<file path="src/hw/rtl/gbn_pkg.sv">
// Shared types and constants for the go-back-N sender.
// Used by every module in hw/rtl; depends on nothing else.
`timescale 1ns / 1ps
`default_nettype none

package gbn_pkg;

  localparam int PAY_W       = 64;
  localparam int BSUM_W      = 11;
  localparam int FIELD_SEQ_W = 16;
  localparam int CKSUM_IN_W  = 19;
  localparam int CKSUM_OUT_W = 18;
  localparam int WIN_W       = 5;
  localparam int WIN_MAX     = 16;
  localparam int WIN_RESET   = 10;
  localparam int Q_DEPTH     = 2;

  localparam int IN_TDATA_W  = 120;
  localparam int IN_TUSER_W  = 2;
  localparam int OUT_TDATA_W = 104;
  localparam int OUT_TUSER_W = 5;

  localparam int APB_ADDR_W  = 3;
  localparam int APB_DATA_W  = 32;
  localparam logic [APB_ADDR_W-1:0] ADDR_WINDOW_SIZE = 3'd0;

  typedef enum logic [1:0] {
    CMD_MSG   = 2'd0,
    CMD_ACK   = 2'd1,
    CMD_TIMER = 2'd2,
    CMD_NONE  = 2'd3
  } cmd_t;

  typedef enum logic [1:0] {
    EV_MSG     = 2'd0,
    EV_ACK_OK  = 2'd1,
    EV_ACK_BAD = 2'd2,
    EV_TIMER   = 2'd3
  } ev_kind_t;

  typedef enum logic [1:0] {
    TMR_NONE    = 2'd0,
    TMR_START   = 2'd1,
    TMR_STOP    = 2'd2,
    TMR_RESTART = 2'd3
  } timer_t;

  typedef enum logic [1:0] {
    ST_OK        = 2'd0,
    ST_DROPPED   = 2'd1,
    ST_BAD_CKSUM = 2'd2,
    ST_ACK_RANGE = 2'd3
  } status_t;

  typedef enum logic [2:0] {
    BK_IDLE,
    BK_CHECK,
    BK_READ,
    BK_EMIT,
    BK_EMPTY
  } back_state_t;

  // Classified event handed from the front end to the back end.
  typedef struct packed {
    ev_kind_t                  kind;
    logic [PAY_W-1:0]          payload;
    logic signed [BSUM_W-1:0]  bsum;
    logic [FIELD_SEQ_W-1:0]    pkt_ack;
  } event_t;

  // One word of the payload ring: payload and its signed byte sum.
  typedef struct packed {
    logic signed [BSUM_W-1:0]  bsum;
    logic [PAY_W-1:0]          payload;
  } entry_t;

  // One result transaction.
  typedef struct packed {
    logic                          send_valid;
    logic [FIELD_SEQ_W-1:0]        seq;
    logic signed [CKSUM_OUT_W-1:0] checksum;
    logic [PAY_W-1:0]              payload;
    timer_t                        timer;
    status_t                       status;
    logic                          last;
  } result_t;

endpackage

`default_nettype wire

</file>
<file path="src/hw/rtl/gbn_front.sv">
// Front end of the go-back-N sender: takes input transactions, computes the
// payload byte sum and the acknowledgment checksum check. Depends on gbn_pkg.
`timescale 1ns / 1ps
`default_nettype none

module gbn_front #(
  parameter int PAYLOAD_BYTES = 8
) (
  input  wire                              clk,
  input  wire                              rst,
  input  wire                              s_tvalid,
  output logic                             s_tready,
  // payload[63:0], pkt_seq[79:64], pkt_ack[95:80], pkt_checksum[114:96]
  input  wire  [gbn_pkg::IN_TDATA_W-1:0]   s_tdata,
  // cmd[1:0]
  input  wire  [gbn_pkg::IN_TUSER_W-1:0]   s_tuser,
  input  wire                              q_full,
  output logic                             push,
  output gbn_pkg::event_t                  push_data
);
  import gbn_pkg::*;

  localparam logic [PAY_W-1:0] PAY_MASK = (PAYLOAD_BYTES >= 8) ? {PAY_W{1'b1}} :
      ((64'd1 << (8 * PAYLOAD_BYTES)) - 64'd1);

  logic [PAY_W-1:0]              payload;
  logic [FIELD_SEQ_W-1:0]        pkt_seq;
  logic [FIELD_SEQ_W-1:0]        pkt_ack;
  logic signed [CKSUM_IN_W-1:0]  pkt_checksum;
  cmd_t                          cmd;
  logic signed [BSUM_W-1:0]      bsum;
  logic signed [CKSUM_IN_W-1:0]  calc;
  logic                          cksum_ok;
  logic                          busy_q;

  assign payload      = s_tdata[63:0] & PAY_MASK;
  assign pkt_seq      = s_tdata[79:64];
  assign pkt_ack      = s_tdata[95:80];
  assign pkt_checksum = signed'(s_tdata[114:96]);
  assign cmd          = cmd_t'(s_tuser);

  // Sum of the payload bytes, each read as a signed byte.
  always_comb begin
    bsum = '0;
    for (int i = 0; i < 8; i++) begin
      if (i < PAYLOAD_BYTES) begin
        bsum = bsum + BSUM_W'(signed'(payload[8*i +: 8]));
      end
    end
  end

  assign calc     = CKSUM_IN_W'(pkt_ack) + CKSUM_IN_W'(pkt_seq) + CKSUM_IN_W'(bsum);
  assign cksum_ok = (calc == pkt_checksum);

  // Hold off input for the cycle after reset so the queue is settled.
  always_ff @(posedge clk) begin
    if (rst) begin
      busy_q <= 1'b1;
    end else begin
      busy_q <= 1'b0;
    end
  end

  assign s_tready = !q_full && !busy_q;
  assign push     = s_tvalid && s_tready && (cmd != CMD_NONE);

  always_comb begin
    push_data.payload = payload;
    push_data.bsum    = bsum;
    push_data.pkt_ack = pkt_ack;
    case (cmd)
      CMD_MSG:   push_data.kind = EV_MSG;
      CMD_ACK:   push_data.kind = cksum_ok ? EV_ACK_OK : EV_ACK_BAD;
      CMD_TIMER: push_data.kind = EV_TIMER;
      default:   push_data.kind = EV_TIMER;
    endcase
  end

endmodule

`default_nettype wire

</file>
<file path="src/hw/rtl/gbn_queue.sv">
// Two-entry event queue between the front end and the back end.
// Depends on gbn_pkg.
`timescale 1ns / 1ps
`default_nettype none

module gbn_queue (
  input  wire              clk,
  input  wire              rst,
  input  wire              push,
  input  gbn_pkg::event_t  push_data,
  output logic             full,
  input  wire              pop,
  output gbn_pkg::event_t  pop_data,
  output logic             empty
);
  import gbn_pkg::*;

  localparam int PTR_W = $clog2(Q_DEPTH);
  localparam int CNT_W = $clog2(Q_DEPTH + 1);

  event_t             slots [Q_DEPTH];
  logic [PTR_W-1:0]   wr_ptr;
  logic [PTR_W-1:0]   rd_ptr;
  logic [CNT_W-1:0]   count;
  logic               do_push;
  logic               do_pop;

  assign full     = (count == CNT_W'(Q_DEPTH));
  assign empty    = (count == '0);
  assign do_push  = push && !full;
  assign do_pop   = pop && !empty;
  assign pop_data = slots[rd_ptr];

  always_ff @(posedge clk) begin
    if (do_push) begin
      slots[wr_ptr] <= push_data;
    end
  end

  always_ff @(posedge clk) begin
    if (rst) begin
      wr_ptr <= '0;
      rd_ptr <= '0;
      count  <= '0;
    end else begin
      if (do_push) begin
        wr_ptr <= (wr_ptr == PTR_W'(Q_DEPTH - 1)) ? '0 : wr_ptr + 1'b1;
      end
      if (do_pop) begin
        rd_ptr <= (rd_ptr == PTR_W'(Q_DEPTH - 1)) ? '0 : rd_ptr + 1'b1;
      end
      if (do_push && !do_pop) begin
        count <= count + 1'b1;
      end else if (do_pop && !do_push) begin
        count <= count - 1'b1;
      end
    end
  end

endmodule

`default_nettype wire

</file>
<file path="src/hw/rtl/gbn_back.sv">
// Back end of the go-back-N sender: window state, payload ring and the
// sequencer that emits result transactions. Depends on gbn_pkg.
`timescale 1ns / 1ps
`default_nettype none

module gbn_back #(
  parameter int STORE_DEPTH = 16,
  parameter int SEQ_BITS    = 16
) (
  input  wire                          clk,
  input  wire                          rst,
  input  gbn_pkg::event_t              q_data,
  input  wire                          q_empty,
  output logic                         q_pop,
  input  wire  [gbn_pkg::WIN_W-1:0]    window_size,
  output gbn_pkg::result_t             res,
  output logic                         res_valid,
  input  wire                          res_ready
);
  import gbn_pkg::*;

  localparam int CLOG_DEPTH = $clog2(STORE_DEPTH);
  localparam int IDX_W      = (CLOG_DEPTH < SEQ_BITS) ? CLOG_DEPTH : SEQ_BITS;
  localparam int MEM_DEPTH  = 1 << IDX_W;
  localparam longint unsigned SEQ_MAX  = (64'd1 << SEQ_BITS) - 64'd1;
  localparam longint unsigned FULL_LIM =
      (64'(STORE_DEPTH) < SEQ_MAX) ? 64'(STORE_DEPTH) : SEQ_MAX;

  back_state_t         state, state_next;
  logic [SEQ_BITS-1:0] base, base_next;
  logic [SEQ_BITS-1:0] nts, nts_next;
  logic [SEQ_BITS-1:0] nta, nta_next;
  logic [SEQ_BITS-1:0] scan, scan_next;
  logic [SEQ_BITS-1:0] tx_seq, tx_seq_next;
  logic                tx_start, tx_start_next;
  ev_kind_t            op, op_next;
  timer_t              empty_timer, empty_timer_next;
  status_t             empty_status, empty_status_next;
  result_t             res_next;
  logic                res_valid_next;

  entry_t              mem [MEM_DEPTH];
  entry_t              rd_data;
  logic                wr_en;
  logic                rd_en;
  logic [IDX_W-1:0]    rd_addr;

  logic [WIN_W-1:0]    win_eff;
  logic [SEQ_BITS-1:0] in_flight;
  logic [SEQ_BITS-1:0] queued;
  logic [SEQ_BITS-1:0] pack_s;
  logic [SEQ_BITS-1:0] ack_dist;
  logic                store_full;
  logic                ack_range_bad;
  logic                can_send;
  logic                more;
  logic                res_free;

  assign win_eff = (window_size == '0) ? WIN_W'(1) :
                   (window_size > WIN_W'(WIN_MAX)) ? WIN_W'(WIN_MAX) : window_size;

  assign in_flight     = nts - base;
  assign queued        = nta - base;
  assign pack_s        = SEQ_BITS'(q_data.pkt_ack);
  assign ack_dist      = pack_s - base;
  assign store_full    = 33'(queued) >= 33'(FULL_LIM);
  assign ack_range_bad = (33'(q_data.pkt_ack) > 33'(SEQ_MAX)) || (ack_dist >= in_flight);
  assign can_send      = (nts != nta) && (in_flight < SEQ_BITS'(win_eff));
  assign more          = (op == EV_TIMER) ? (scan != nts) : can_send;
  assign res_free      = !res_valid || res_ready;

  // Payload ring, indexed by the low bits of the sequence number.
  always_ff @(posedge clk) begin
    if (wr_en) begin
      mem[nta[IDX_W-1:0]] <= '{bsum: q_data.bsum, payload: q_data.payload};
    end
    if (rd_en) begin
      rd_data <= mem[rd_addr];
    end
  end

  // Next state.
  always_comb begin
    state_next = state;
    case (state)
      BK_IDLE: begin
        if (!q_empty) begin
          case (q_data.kind)
            EV_MSG:     state_next = store_full ? BK_EMPTY : BK_CHECK;
            EV_ACK_OK:  state_next = ack_range_bad ? BK_EMPTY : BK_CHECK;
            EV_ACK_BAD: state_next = BK_EMPTY;
            EV_TIMER:   state_next = (base == nts) ? BK_EMPTY : BK_READ;
            default:    state_next = BK_EMPTY;
          endcase
        end
      end
      BK_CHECK: state_next = can_send ? BK_READ : BK_EMPTY;
      BK_READ:  state_next = BK_EMIT;
      BK_EMIT: begin
        if (res_free) begin
          state_next = more ? BK_READ : BK_IDLE;
        end
      end
      BK_EMPTY: begin
        if (res_free) begin
          state_next = BK_IDLE;
        end
      end
      default: state_next = BK_IDLE;
    endcase
  end

  // Datapath and outputs.
  always_comb begin
    base_next         = base;
    nts_next          = nts;
    nta_next          = nta;
    scan_next         = scan;
    tx_seq_next       = tx_seq;
    tx_start_next     = tx_start;
    op_next           = op;
    empty_timer_next  = empty_timer;
    empty_status_next = empty_status;
    res_next          = res;
    res_valid_next    = res_valid && !res_ready;
    q_pop             = 1'b0;
    wr_en             = 1'b0;
    rd_en             = 1'b0;
    rd_addr           = nts[IDX_W-1:0];

    case (state)
      BK_IDLE: begin
        if (!q_empty) begin
          q_pop             = 1'b1;
          op_next           = q_data.kind;
          empty_timer_next  = TMR_NONE;
          empty_status_next = ST_OK;
          case (q_data.kind)
            EV_MSG: begin
              if (store_full) begin
                empty_status_next = ST_DROPPED;
              end else begin
                wr_en    = 1'b1;
                nta_next = nta + 1'b1;
              end
            end
            EV_ACK_OK: begin
              if (ack_range_bad) begin
                empty_status_next = ST_ACK_RANGE;
              end else begin
                base_next = pack_s + 1'b1;
              end
            end
            EV_ACK_BAD: empty_status_next = ST_BAD_CKSUM;
            EV_TIMER:   scan_next = base;
            default:    empty_status_next = ST_OK;
          endcase
        end
      end
      BK_CHECK: begin
        // Nothing to send: an accepted ack still reports the timer.
        if (op == EV_ACK_OK) begin
          empty_timer_next = (base == nts) ? TMR_STOP : TMR_RESTART;
        end
      end
      BK_READ: begin
        rd_en = 1'b1;
        if (op == EV_TIMER) begin
          rd_addr       = scan[IDX_W-1:0];
          tx_seq_next   = scan;
          scan_next     = scan + 1'b1;
          tx_start_next = 1'b0;
        end else begin
          tx_seq_next   = nts;
          nts_next      = nts + 1'b1;
          tx_start_next = (op == EV_MSG) && (nts == base);
        end
      end
      BK_EMIT: begin
        if (res_free) begin
          res_valid_next      = 1'b1;
          res_next.send_valid = 1'b1;
          res_next.seq        = FIELD_SEQ_W'(tx_seq);
          res_next.checksum   = CKSUM_OUT_W'(tx_seq) - CKSUM_OUT_W'(1)
                                + CKSUM_OUT_W'(rd_data.bsum);
          res_next.payload    = rd_data.payload;
          res_next.status     = ST_OK;
          res_next.last       = !more;
          if (op == EV_TIMER) begin
            res_next.timer = more ? TMR_NONE : TMR_START;
          end else if (tx_start) begin
            res_next.timer = TMR_START;
          end else if (op == EV_ACK_OK && !more) begin
            res_next.timer = (base == nts) ? TMR_STOP : TMR_RESTART;
          end else begin
            res_next.timer = TMR_NONE;
          end
        end
      end
      BK_EMPTY: begin
        if (res_free) begin
          res_valid_next      = 1'b1;
          res_next.send_valid = 1'b0;
          res_next.seq        = '0;
          res_next.checksum   = '0;
          res_next.payload    = '0;
          res_next.timer      = empty_timer;
          res_next.status     = empty_status;
          res_next.last       = 1'b1;
        end
      end
      default: res_valid_next = res_valid && !res_ready;
    endcase
  end

  always_ff @(posedge clk) begin
    if (rst) begin
      state     <= BK_IDLE;
      base      <= SEQ_BITS'(1);
      nts       <= SEQ_BITS'(1);
      nta       <= SEQ_BITS'(1);
      res_valid <= 1'b0;
    end else begin
      state     <= state_next;
      base      <= base_next;
      nts       <= nts_next;
      nta       <= nta_next;
      res_valid <= res_valid_next;
    end
  end

  always_ff @(posedge clk) begin
    scan         <= scan_next;
    tx_seq       <= tx_seq_next;
    tx_start     <= tx_start_next;
    op           <= op_next;
    empty_timer  <= empty_timer_next;
    empty_status <= empty_status_next;
    res          <= res_next;
  end

endmodule

`default_nettype wire

</file>
<file path="src/hw/rtl/go_back_n_sender.sv">
// Top level of the go-back-N sender: stream ports, the window_size register
// on an APB port, and the front end, event queue and back end below it.
// Depends on gbn_pkg, gbn_front, gbn_queue and gbn_back.
`timescale 1ns / 1ps
`default_nettype none

// Go-back-N sender. Each input transaction is one event, chosen by s_tuser:
// an application message, which is stored in the payload ring and sent if
// the window has room; an acknowledgment, whose additive checksum is checked
// and which moves the window base past the acknowledged number; or a timer
// expiry, which resends every outstanding packet. Each event gives one or
// more output transactions, the final one marked by m_tlast; each carries an
// optional data packet, a timer command and a status. Events with command
// code 3 are accepted and give no output. The front end classifies an event
// in the cycle it is accepted and queues it (two deep), so input can keep
// flowing while the back end works. The back end passes an accepted message
// or acknowledgment through a check state, and a timer expiry goes straight
// to the reads; each data packet is a registered read of the payload ring
// then an emit state, and an event without packets ends in an empty result.
// Results sit in an output register, so the sender stalls only while that
// register is full and not taken. The payload ring has no reset and needs
// no clearing pass: only entries that were written are ever read.
// STORE_DEPTH should be a power of two no larger than 2^SEQ_BITS, so that
// the ring index is the low bits of the sequence number. window_size lies at
// byte address 0; a value of 0 acts as 1 and values above 16 act as 16.
module go_back_n_sender #(
  parameter int STORE_DEPTH   = 16,
  parameter int SEQ_BITS      = 16,
  parameter int PAYLOAD_BYTES = 8
) (
  input  wire                               clk,
  input  wire                               rst,
  // Input events.
  input  wire                               s_tvalid,
  output logic                              s_tready,
  // payload[63:0], pkt_seq[79:64], pkt_ack[95:80], pkt_checksum[114:96]
  input  wire  [gbn_pkg::IN_TDATA_W-1:0]    s_tdata,
  // cmd[1:0]
  input  wire  [gbn_pkg::IN_TUSER_W-1:0]    s_tuser,
  // Results.
  output logic                              m_tvalid,
  input  wire                               m_tready,
  // out_seq[15:0], out_checksum[33:16], out_payload[97:34], zero[103:98]
  output logic [gbn_pkg::OUT_TDATA_W-1:0]   m_tdata,
  // send_valid[0], timer_action[2:1], status[4:3]
  output logic [gbn_pkg::OUT_TUSER_W-1:0]   m_tuser,
  output logic                              m_tlast,
  // Configuration.
  input  wire                               psel,
  input  wire                               penable,
  input  wire                               pwrite,
  input  wire  [gbn_pkg::APB_ADDR_W-1:0]    paddr,
  input  wire  [gbn_pkg::APB_DATA_W-1:0]    pwdata,
  output logic [gbn_pkg::APB_DATA_W-1:0]    prdata,
  output logic                              pready
);
  import gbn_pkg::*;

  logic [WIN_W-1:0] window_size;
  logic             q_full;
  logic             q_empty;
  logic             q_push;
  logic             q_pop;
  event_t           push_data;
  event_t           pop_data;
  result_t          res;

  // The window register is written on the access phase of an APB write.
  assign pready = 1'b1;

  always_ff @(posedge clk) begin
    if (rst) begin
      window_size <= WIN_W'(WIN_RESET);
    end else if (psel && penable && pwrite && (paddr == ADDR_WINDOW_SIZE)) begin
      window_size <= pwdata[WIN_W-1:0];
    end
  end

  assign prdata = (paddr == ADDR_WINDOW_SIZE) ? APB_DATA_W'(window_size) : '0;

  gbn_front #(
    .PAYLOAD_BYTES(PAYLOAD_BYTES)
  ) u_front (
    .clk      (clk),
    .rst      (rst),
    .s_tvalid (s_tvalid),
    .s_tready (s_tready),
    .s_tdata  (s_tdata),
    .s_tuser  (s_tuser),
    .q_full   (q_full),
    .push     (q_push),
    .push_data(push_data)
  );

  gbn_queue u_queue (
    .clk      (clk),
    .rst      (rst),
    .push     (q_push),
    .push_data(push_data),
    .full     (q_full),
    .pop      (q_pop),
    .pop_data (pop_data),
    .empty    (q_empty)
  );

  gbn_back #(
    .STORE_DEPTH(STORE_DEPTH),
    .SEQ_BITS   (SEQ_BITS)
  ) u_back (
    .clk        (clk),
    .rst        (rst),
    .q_data     (pop_data),
    .q_empty    (q_empty),
    .q_pop      (q_pop),
    .window_size(window_size),
    .res        (res),
    .res_valid  (m_tvalid),
    .res_ready  (m_tready)
  );

  // Results are packed onto the stream from the lowest field up.
  assign m_tdata = {6'b0, res.payload, res.checksum, res.seq};
  assign m_tuser = {res.status, res.timer, res.send_valid};
  assign m_tlast = res.last;

endmodule

`default_nettype wire
</file>
<file path="config.mk">
export PLATFORM = sky130hd
export DESIGN_NAME = go_back_n_sender
export DESIGN_NICKNAME = d
export VERILOG_FILES = /design/src/hw/rtl/gbn_pkg.sv /design/src/hw/rtl/gbn_front.sv /design/src/hw/rtl/gbn_queue.sv /design/src/hw/rtl/gbn_back.sv /design/src/hw/rtl/go_back_n_sender.sv
export SDC_FILE = /design/constraint.sdc
export NUM_CORES = 2
export LEC_CHECK = 0
export ABC_CLOCK_PERIOD_IN_PS = 12600
export BUFFER_PORTS_ARGS = -buffer_cell sky130_fd_sc_hd__buf_4
export CORE_ASPECT_RATIO = 1.75
export CORE_MARGIN = 4
export CORE_UTILIZATION = 35
export CTS_CLUSTER_DIAMETER = 200
export DETAILED_ROUTE_END_ITERATION = 6
export HOLD_SLACK_MARGIN = 0.06
export MAX_ROUTING_LAYER = met4
export PLACE_DENSITY_LB_ADDON = 0.15
export SLEW_MARGIN = 10
export SYNTH_ARGS = -nofsm -noshare
export SYNTH_HDL_FRONTEND = slang
export SYNTH_SLANG_ARGS = --single-unit
</file>
<file path="constraint.sdc">
create_clock -name clk -period 12.6 [get_ports clk]
set_input_delay 0.63 -clock clk [delete_from_list [all_inputs] [get_ports clk]]
set_output_delay 0.63 -clock clk [all_outputs]
set_load 0.05 [all_outputs]
</file>
* Word level (Yosys, flattened, before mapping)
Memory sizes are Yosys's and may differ from the RTL's. A register that Yosys moved wholly into a read port is not among the register bits. Index checks and enable logic that the tools add are counted.
Word-level totals: bits of input ports 164, bits in registers 205, output and inout port bits 145, logic and storage cells 178, memories 2, memory bits (writable) 1386
Memory list:
- u_back.mem | words 16, width 75, rd ports 1, clocked after memory_dff 1, wr ports 1, RTL line gbn_back.sv:42 | entry_t mem [MEM_DEPTH];
- u_queue.slots | words 2, width 93, rd ports 1, clocked after memory_dff 1, wr ports 1, RTL line gbn_queue.sv:21 | event_t slots [Q_DEPTH];
Cells by class: add/sub/neg operators 22, equality and inequality tests 23, multiplexer cells 57, bitwise logic cells 4, magnitude comparators 4, reductions and logical operators 43
Operators by type and width (count):
- $mux W104 | 2
- $pmux W104 S2 | 1
- $add A16 B1 Y16 const B | 4
- $mux W16 | 4
- $add A11 B8 Y11 | 5
- $sub A16 B16 Y16 | 3
- $eq A16 B16 Y1 | 2
- $ne A16 B16 Y1 | 2
- $pmux W16 S2 | 1
- $mux W1 | 22
- $mux W3 | 7
- $mux W2 | 10
- $add A19 B19 Y19 | 1
- $eq A19 B19 Y1 | 1
- $add A18 B18 Y18 | 1
- $add A16 B16 Y17 | 1
- $sub A16 B1 Y17 const B | 1
- $ge A16 B16 Y1 | 1
- $ge A16 B5 Y1 const B | 1
- $lt A16 B5 Y1 | 1
- $mux W5 | 3
- $pmux W3 S5 | 1
- $logic_and A1 B1 Y1 | 14
- $pmux W3 S4 | 1
- 27 further kinds | 63

* Logic depth before layout (Yosys ltp)
word-level depth 13, mapped depth 32, mapped depth without buffers 32

* By module
A second synthesis with hierarchy kept.
Second synthesis, totals: cell total of the unflattened synthesis 4154, area total of the unflattened synthesis 71979.0 um^2
Modules (own cells, without submodules):
- gbn_back | instances 1, cells each 3261, sequential area each 43621.8 um^2, area each 60166.5 um^2
- gbn_queue | instances 1, cells each 314, sequential area each 5685.5 um^2, area each 6946.7 um^2
- gbn_front | instances 1, cells each 514, sequential area each 20.0 um^2, area each 4329.2 um^2
- go_back_n_sender | instances 1, cells each 65, sequential area each 100.1 um^2, area each 536.8 um^2

* Worst setup path after synthesis
No wires, ideal clock.
path kind input-to-reg, from input port s_tdata[1] in the netlist's numbering, to memory u_queue.slots[0][91] in the netlist's numbering (data pin), path slack 5208 ps, arrival 7134 ps, stages on the path 29, data required time 12341 ps, buffers on the path 0, setup time 259 ps, cell sequence inv_1 > fa_1 > inv_1 > ha_1 > inv_1 > fa_1 > xor2_1 > fa_1 > fa_1 > fa_1 > inv_1 > ha_1 > a21o_1 > a21oi_1 > o21bai_1 > a21oi_1 > xnor2_1 > ha_1 > nand2_1 > a21oi_1 > a221oi_1 > o21ai_0 > a211oi_4 > nand2_1 > or4b_1 > o211ai_2 > xor2_1 > nor4_2 > a31o_1
RTL lines:
- start: declaration | RTL line go_back_n_sender.sv:37 | input wire [gbn_pkg::IN_TDATA_W-1:0] s_tdata,
- end: declaration | RTL line gbn_queue.sv:21

==> results list <==
* Run status: completed
- During I/O placement, the number of pins put on the boundary was between 300 and 400.
- The count of pins over their slew limit was 0.
- The routed layout has roughly 38k vias.
- Yosys synthesis warning count: 0
- Setup repair after global routing left no endpoint under its margin.
- Port bufs: roughly 240
- Number of cells upsized or downsized after cts: 0
- Number of post-CTS setup repair buffers: 0
* Count of clock tree sinks: 1667
- Max stage delay cell, worst path: sky130_fd_sc_hd__xnor2_1
- Post-layout minimum cycle time: ~9000 ps
* Most common library cell in the layout ignoring fill and taps: sky130_fd_sc_hd__edfxtp_1
* Largest driver fanout on the critical path: 5
* Maximum count of clock buffers along a single path: 4
- Headroom to the max-slew limit: 18.6%
* DRC marker count from the first detailed-route iteration: 2509
- Top metal layer carrying routed signals: met4
- Clock input transition at the sequential cells of the worst setup and hold paths: 60 ps
- After layout, the worst setup slack is 3360 ps.
- After detailed routing, the number of vias per cell comes to roughly 5.2.
* Total Routing Usage GR: between 10% and 20%
* Setup violations, final: 0
- First-pass detailed-route iteration total: 5
- Largest clock skew in the final design: 70.8 ps
* Routed wirelength normalized by instance count: about 27 um
- Post-synthesis compound-gate area fraction: under 10%
- The critical path contains buffers and inverters numbering 7 combined.
- TritonCTS clock tree: done
- Synthesis-to-finish area growth: 15.8%
* First-pass GRT wire length: ~280000 um
- Initial Utilization: around a third
- Area share of the largest cell type after synthesis: slightly below 70%
- Maximum achievable frequency: 108 MHz
* Number of buffers inserted for hold repair after clock tree synthesis: between 80 and 90
* Met3 wirelength from detailed routing: approximately 8000 um
- Largest delay share family, worst path: adder cells
- Post-layout net count: ~5k
* Die area: roughly 210000 um^2
* Cell area after layout: just over 80000 um^2
* Required time of the critical path: between 10000 and 15000 ps
- Cell accounting for the most synthesized area: sky130_fd_sc_hd__edfxtp_1
- DRC viols: 0
- CP Launch Type: primary input
- GPL Wtd Cong: 0.838
- Counting flops with a built-in enable in the synthesized netlist gives 1604.
- Share of synthesized area occupied by flip-flops and latches: between 60% and 70%
- Number of placement rows: ~220
- For the pin with the worst max-slew slack, the measured transition is between 1000 and 1500 ps.
- Setup tns final: 0 ps
- The synthesized netlist devotes 2.35% of its cell area to XOR and XNOR gates.
- Fraction of final layout cells with drive strength greater than 1: 21.0%
- Number of instances in the synthesized netlist: 4162
- Part of the cycle the worst path needs: about 73%
- For this run, the leading register cell type out of synthesis is sky130_fd_sc_hd__edfxtp_1.
- Share of cell area taken by muxes after synthesis: a little under an eighth
- Once detail routing completed, the nets flagged for antenna violations numbered 0.
- # Max-Cap Violations: 0
* Synth Area in Adders: around 3.8%
* Leak: 27.3 nW
- Wire length on met1: 79500 um
* Antenna violations before repair: 12
- In the post-synthesis netlist, the biggest area contributors are sky130_fd_sc_hd__edfxtp_1 68%, sky130_fd_sc_hd__mux4_2 9.5%, sky130_fd_sc_hd__ha_1 2.4%.
* Post-route core utilization: between 40% and 50%
* Peak supply drop: around 0.00016 V
- The number of failing hold endpoints at the final stage came to 0.
* Clk Tree Root Cell: sky130_fd_sc_hd__clkbuf_16
- Of the total synthesized cell area, the portion taken by AND, OR, NAND and NOR gates is 5.95%.
* Post-place instance area: between 70000 and 80000 um^2
- After synthesis the cells add up to 71000 um^2.
* Largest family of logic cells by synthesized area: multiplexers
- The number of global-route vias before repair is ~40k.
* Ys async rst share: 0%
- Fill cells in the final layout number 18.3k.
* Most frequent cells in the layout: 1604 x sky130_fd_sc_hd__edfxtp_1, 304 x sky130_fd_sc_hd__buf_4, 300 x sky130_fd_sc_hd__mux4_2
- Entering global routing, the biggest net connects 133 pins.
- By startpoint and endpoint, the worst setup path is classified as primary input to register.
* Total congestion overflow after global routing: 0
- The H-tree was split into 4 levels.
- Power, Total: ~19 mW
- The synthesized netlist contains just under 90 unique library cells.
* Floorplan die height: about 600 um
* Post-place setup slack: approximately 3100 ps
- #FFs+latches synth: 1667
- The later pin in the worst-skew pair is clocked with a latency of 820 ps.
* Arrival @ worst endpoint: ~10000 ps
* Worst path max stage delay: a little under 900 ps
- Power spread over the standard cell area amounts to between 200 and 250 nW/um^2.
- The worst setup path is captured at a register.
* Synth Area per Inst: approximately 17 um^2
- After legalization and detailed placement, the total HPWL measured approximately 120000 um.
* Worst min path class: primary input to register
- Die X-Extent: between 300 and 400 um
- Number of buffers created by CTS: approximately 170
* Core Area: around 200000 um^2
- Met2 Routed Length: roughly 100000 um
- Overall routed net length: 198000 um
## kinds of logic (layout without fill, tap and decap cells)
logic type,count (synthesis),after routing
AOI/OAI and AO/OA,486,486
xor gates and xnor gates,187,187
adders and majority gates,187,187
buffers and inverters,370,838
DFF,1667,1667
muxes,424,424
other,2,39
and+or+nand+nor,839,839
## report_power, final
part           leakage, nW  switching (mW)  internal, mW
sequential            15.0           0.153          6.92
combinational         9.62            4.29          2.45
clock                 2.65            2.17          2.89
## Yosys cell counts, drive strengths merged, types with 52 or more instances
master  number
and2       175
a211oi      85
nand2      278
a21oi      108
xnor2      107
o21ai       65
buf         94
fa          52
clkbuf     130
xor2        78
inv        145
nor2       130
dfxtp       63
a31oi       82
mux2        87
mux4       300
edfxtp    1604
ha         135
## metal layers
metal / track usage [%] / up-vias
li1: - / 16893
met1: 22.8 / 19970
met2: 34.1 / 842
met3: 2.34 / 286
met4: 5.20 / 0
met5: - / -
## registers in the layout, indices dropped and copies added, names as in the netlist, named ones only
signal	count
u_back.base	16
u_back.op	2
u_back.tx_seq	16
u_back.empty_timer	2
u_queue.slots	186
u_back.state	3
u_back.nts	16
window_size	5
u_back.res_valid	1
u_front.busy_q	1
u_queue.wr_ptr	1
u_queue.rd_ptr	1
u_back.tx_start	1
u_back.empty_status	2
u_back.scan	16
u_back.res	104
u_back.rd_data	75
u_queue.count	2
u_back.mem	1200
u_back.nta	16
## layout make-up
type                            instances  area (um^2)  share of cell area (%)
Antenna cell                            5         12.5                  0.0152
Clock buffer                          205         4490                    5.47
Clock inverter                         97          943                    1.15
Inverter                              146          549                   0.668
Multi-Input combinational cell       2157        20300                    24.7
Sequential cell                      1667        49400                    60.2
Tap cell                             2640         3300                    4.02
Timing Repair Buffer                  390         3160                    3.85
## final timing paths
path,from,endpoint,slack (ps),depth (start not counted)
max reg2reg,register,u_back.base[6],6330,22
min,s_tdata[55],u_queue.slots[1][82],160,1
max,s_tdata[1],u_queue.slots[1][92],3360,32
min reg2reg,u_queue.rd_ptr,register,500,2
## metrics by stage
step / hold WS (ps) / cells
6_report: 158 / 7307
5_1_grt: 138 / 7306
4_1_cts: 121 / 7302
3_5_place_dp: 488 / 6916
3_3_place_gp: 473 / 6916
2_1_floorplan: 460 / 4194
Note: power is estimated with default switching activity, not from simulation.
